[src/rtl/apr_pkg.sv]
package apr_pkg;

   localparam int STORE_DEPTH = 1024;
   localparam int SAMPLE_BITS = 16;

   localparam int ADDR_W    = $clog2(STORE_DEPTH);
   localparam int DLEN_W    = 10;
   localparam int GAIN_W    = 16;
   localparam int GAIN_FRAC = 15;

   localparam int CSR_ADDR_W = 3;
   localparam int CSR_DATA_W = 32;

   localparam logic [0:0] REG_DELAY_LENGTH = 1'b0;
   localparam logic [0:0] REG_GAIN         = 1'b1;

   localparam logic [DLEN_W-1:0] DELAY_LENGTH_RESET = DLEN_W'(1);
   localparam logic [GAIN_W-1:0] GAIN_RESET         = GAIN_W'(16384);

   typedef logic signed [SAMPLE_BITS-1:0] sample_type;
   typedef logic signed [GAIN_W-1:0]      gain_type;
   typedef logic [ADDR_W-1:0]             addr_type;

   typedef struct packed {
      logic load;
      logic negate;
   } mac_ctl_type;

endpackage

[src/rtl/apr_mac.sv]
module apr_mac (
   input  logic                  clock,
   input  apr_pkg::mac_ctl_type  ctl,
   input  apr_pkg::gain_type     gain,
   input  apr_pkg::sample_type   operand,
   input  apr_pkg::sample_type   addend,
   output apr_pkg::sample_type   result
);
   import apr_pkg::*;

   localparam int PROD_W = GAIN_W + SAMPLE_BITS;
   localparam int SUM_W  = PROD_W + 2;
   localparam int SHR_W  = SUM_W - GAIN_FRAC;
   localparam int ACC_W  = SHR_W + 1;

   localparam logic signed [ACC_W-1:0] SAT_HI = ACC_W'((64'sd1 <<< (SAMPLE_BITS - 1)) - 64'sd1);
   localparam logic signed [ACC_W-1:0] SAT_LO = ACC_W'(-(64'sd1 <<< (SAMPLE_BITS - 1)));
   localparam logic signed [SUM_W-1:0] HALF   = SUM_W'(64'sd1 <<< (GAIN_FRAC - 1));

   logic signed [PROD_W-1:0] product_ff;
   logic signed [PROD_W-1:0] product_in;
   logic signed [SUM_W-1:0]  term;
   logic signed [SUM_W-1:0]  rounded;
   logic signed [SHR_W-1:0]  scaled;
   logic signed [ACC_W-1:0]  acc;

   assign product_in = PROD_W'(gain) * PROD_W'(operand);

   always_ff @(posedge clock) begin
      if (ctl.load) begin
         product_ff <= product_in;
      end
   end

   // round to nearest, ties up: add half an lsb, then arithmetic shift
   always_comb begin
      term    = ctl.negate ? -SUM_W'(product_ff) : SUM_W'(product_ff);
      rounded = term + HALF;
      scaled  = SHR_W'(rounded >>> GAIN_FRAC);
      acc     = ACC_W'(scaled) + ACC_W'(addend);
      if (acc > SAT_HI) begin
         result = SAMPLE_BITS'(SAT_HI);
      end else if (acc < SAT_LO) begin
         result = SAMPLE_BITS'(SAT_LO);
      end else begin
         result = SAMPLE_BITS'(acc);
      end
   end
endmodule

[config.mk]
export PLATFORM = sky130hd
export DESIGN_NAME = apr_mac
export DESIGN_NICKNAME = d
export VERILOG_FILES = /design/src/rtl/apr_pkg.sv /design/src/rtl/apr_mac.sv
export SDC_FILE = /design/constraint.sdc
export NUM_CORES = 1
export LEC_CHECK = 0
export ABC_AREA = 1
export BUFFER_PORTS_ARGS = -buffer_cell sky130_fd_sc_hd__buf_4
export CAP_MARGIN = 20
export CORE_ASPECT_RATIO = 0.5
export CORE_MARGIN = 8
export CORE_UTILIZATION = 59
export DETAILED_ROUTE_END_ITERATION = 10
export PLACE_DENSITY_LB_ADDON = 0.2
export SLEW_MARGIN = 15
export SYNTH_ARGS = -nofsm -noshare
export SYNTH_HDL_FRONTEND = slang
export SYNTH_SLANG_ARGS = --single-unit
[constraint.sdc]
create_clock -name clock -period 7.3 [get_ports clock]
set_clock_uncertainty 0.05 [all_clocks]
set_input_delay 1.46 -clock clock [delete_from_list [all_inputs] [get_ports clock]]
set_output_delay 1.46 -clock clock [all_outputs]
set_load 0.02 [all_outputs]
Word level (Yosys, flattened, before mapping)
Index checks and enable logic that the tools add are counted.
- flip-flop bits (word level): 32
- input bits: 51
- word-level logic and storage cells: 10
- $add $sub $neg: 3
- multipliers: 1
- order comparisons: 2
- mux-type cells: 3
- operator list (operator ; count):
    34-bit by 16-bit adder with 34-bit output (second input constant) ; 1
    34-bit two-way mux ; 1
    32-bit negator with 34-bit output ; 1
    16-bit by 16-bit multiplier with 32-bit output ; 1
    16-bit two-way mux ; 2
    19-bit by 16-bit adder with 20-bit output ; 1
    20-bit by 16-bit greater-than comparator with 1-bit output (second input constant) ; 1
    20-bit by 16-bit < comparator with 1-bit output (second input constant) ; 1

Depth between registers and ports, before layout
- depth in word-level cells: 7
- depth in mapped cells: 29
- gate-level depth less buffers: 28

Least setup slack after synthesis
No wires, ideal clock.
- path type: input-to-reg
- start point: input gain[8]
- end point: register product_ff[29] (data pin)
- setup time: 0.259 ns
- arrival: 6.725 ns
- data required time: 6.991 ns
- setup slack: 0.266 ns
- cell stages on the path: 24
- path buffers: 2
- cells stage by stage: clkbuf_1 > clkbuf_1 > nand2_1 > fa_1 > inv_1 > fa_1 > inv_1 > fa_1 > inv_1 > fa_1 > inv_1 > fa_1 > inv_1 > fa_1 > ha_1 > a21o_1 > a21boi_0 > o21ai_0 > nand2_1 > nand3_1 > a21boi_0 > o21ai_0 > nand2_1 > nand2_1
- longest elaborated chain between the ends: 1
- ends and longest elaborated chain (element ; RTL line ; RTL):
    start: declaration ; apr_mac.sv:4 ; input apr_pkg::gain_type gain,
    16-bit by 16-bit multiplier with 32-bit output ; apr_mac.sv:27 ; assign product_in = PROD_W'(gain) * PROD_W'(operand);
    named net product_in[29] ; apr_mac.sv:21 ; logic signed [PROD_W-1:0] product_in;
    end signal: assignment ; apr_mac.sv:31 ; product_ff <= product_in;
    end: declaration ; apr_mac.sv:20 ; logic signed [PROD_W-1:0] product_ff;
The timed path passes the listed nets, and every way through them passes these cells.
A chain may end at the register's enable or synchronous reset.

Worst setup path in the final report
- start point: input operand[15]
- end point: register product_ff[26] (data pin)
- longest elaborated chain between the ends: 1
- ends and longest elaborated chain (element ; RTL line ; RTL):
    start: declaration ; apr_mac.sv:5 ; input apr_pkg::sample_type operand,
    16-bit by 16-bit multiplier with 32-bit output ; apr_mac.sv:27 ;
    named net product_in[26] ; apr_mac.sv:21 ;
The timed path passes the listed nets, and every way through them passes these cells.

==> impl_metrics.toml <==
[detailed_routing]
wl_per_cell_um = 14.9
routed_wl_um = 32200
dr.pass1.iters = 5
drc = 0
num_vias = 11000
viasPerCell = 5.08
drt_iter0_markers = 566
drtAntennaViolNets = 0

[layout]
areaGrowthSynthToFinish_pct = 6.91
top_register = "product_ff"
multi_input_area_um2 = 10700
regArea_um2 = 961
top_regs = "product_ff x32"
antenna_cells = 0
largest_reg_flops = 32
fin_nets = 2268
layout-drive-gt1-share_pct = 8.00
nFillCells = 2083

[sta]
rsz0062_at_grt = "no"
hold_viol_final = 0
period_share_pct = 94.7
finalSetupViolCount = 0
finalMaxSlewViolations = 0
worstMarginPinSlew_ns = 0.614
finalCriticalPeriod_ns = 6.92
tns_ns = 0
relSlewSlack_pct = 59.0
fmax_ghz = 0.145

[grt]
grt_pass1_vias = 11400
antenna_found_initial = 0
grt.busiest_layer = "met2"
grt_use_total_pct = 23.3
grt_util_met2_pct = 37.3
grt_pass1_wl_um = 55100
use_met3_pct = 3.37
grt_overflow = 0
grt_start_max_net_pins = 33
grt_use_met1_pct = 34.3

[synth]
syn_nets = 2234
seq_area_frac_synth_pct = 7.01
synth_area_um2 = 13700
syn_avg_cell_area_um2 = 7.56
synthMostInstantiatedCell = "inv_1"
ys_types = 44
synthCells = 1815
synth_top_cell_by_area = "fa_1"
ys_async_sr_fraction_pct = 0
synthTopCellsByArea = "fa_1 (38%), inv_1 (13%), nand2_1 (13%), ha_1 (9.6%), edfxtp_1 (7.0%)"
synth_top_area_share_pct = 38.4
synth_seq_cells = 32
yosys_warnings = 0
synthFlopType = "edfxtp_1"
synth_edf_count = 32
ys_top_cells_by_count = "inv_1 (476), nand2_1 (473), fa_1 (263)"

[cts]
hold_buffers = 0
numCtsBuffers = 5
cts.clk_slew.worst_paths_ns = 0.05
cts_tree = "yes"
htreeDepth = 2
clock-root-buffer = "clkbuf_16"
clock-sinks = 32
ctsLongestPathBuffers = 2

[critical_path]
path_cells = "buf_4 -> inv_1 -> or2_2 -> fa_1 -> fa_1 -> fa_1 -> inv_1 -> fa_1 -> inv_1 -> fa_1 -> fa_1 -> inv_1 -> ha_1 -> a21oi_1 -> a21oi_1 -> nor3_1 -> nand3_1 -> a21o_1 -> nand2_1 -> nand2_1 -> xor2_1"
cp_common_cell = "fa_1"
worstPathArrival_ns = 6.89
worst-path-max-fanout = 4
cp-start-kind = "input port"
critical_path.max_stage_delay_ns = 0.55
setup.worst_path.end_class = "flip-flop"
worstSetupPathType = "input port to flip-flop"
required_ns = 7.27
slowest_stage = "fa_1"

[die]
die_area_um2 = 28700
die_h_um = 124
chipWidth_um = 232
rows = 39
io_pins = 67
core_um2 = 22800
start_util_pct = 60.1

[run_status]
outcome = "finished clean"

[placement]
hpwl_um = 28300
routabilityCongestion = 0.895
io_buffers = 66

[min_path]
min_path_type = "input port to flip-flop"

[job]
drv_cap = 0
## placed cells by master, fill, tap and decap left out, types with 2 or more instances in the layout
cell,n
nand4_1,11
clkinv_2,2
nand3b_1,9
a21boi_0,2
xnor2_1,25
buf_4,88
fa_1,263
nor2_4,6
or2_2,9
o21bai_1,7
clkbuf_16,5
nor3_1,8
and2_1,2
o21ai_0,28
a21o_1,3
nand3_1,48
xor2_1,37
inv_1,476
inv_2,4
o21ai_1,3
o211ai_1,3
nand2_1,473
a21oi_1,51
edfxtp_1,32
ha_1,105
nand2_2,14
nor2_1,103
xor2_2,2
nand3_2,4
nor2_2,9
a31oi_1,3
nor4_1,3
## worst paths after layout
path	cells after the start	startpoint	to	slack [ns]
hold / removal	1	ctl[1]	product_ff[27]	1.59
setup / recovery	21	operand[15]	product_ff[26]	0.38
## critical path, delay by kind of cell
family | cells | cell delay (ns)
AOI/OAI and AO/OA | 3 | 0.60
xor gates and xnor gates | 1 | 0.15
and+or+nand+nor | 5 | 0.86
buffers and inverters | 5 | 0.30
adders and majority gates | 7 | 3.50
## per-stage QoR
step           cell area (um2)  setup WS, ns  util, %  hold slack, ns  instances
2_1_floorplan            13700         0.266        -            1.52       1815
3_3_place_gp             14500         0.172     63.6            1.88       2149
3_5_place_dp             14500         0.113     63.6            1.89       2149
4_1_cts                  14700         0.387     64.2            1.61       2157
5_1_grt                  14700        0.0877     64.2            1.61       2157
6_report                 14700         0.385     64.2            1.59       2157
## cell families after synthesis
group                      after synthesis  synth area share, %
and+or+nand+nor                        703                 21.5
buffers and inverters                  541                 14.9
adders and majority gates              368                 48.0
AOI/OAI and AO/OA                      107                 4.40
xor gates and xnor gates                64                 4.20
DFF                                     32                 7.01
## repair_timing
item                                    in CTS  in global routing
gates resized for setup                      0                  1
setup buffers                                0                  0
endpoints found under the setup margin       0                  1
## metal layers
| metal | up-vias | share of wire (%) | routed length (um) |
|---|---|---|---|
| li1 | 5356 | - | - |
| met1 | 5187 | 49 | 15600 |
| met2 | 382 | 42 | 13700 |
| met3 | 34 | 7.7 | 2490 |
| met4 | 0 | 1.1 | 358 |
| met5 | - | 0 | 0 |
## cell type report
type                            instances  area share [%]
Clock buffer                            5           0.853
Inverter                              480            12.3
Tap cell                              307            2.62
Sequential cell                        32            6.55
Multi-Input combinational cell       1242            73.1
Clock inverter                          3           0.128
Timing Repair Buffer                   88            4.51
Power is not shown: default switching activity piles up to over one toggle a cycle in this logic, so the estimate is an artifact.
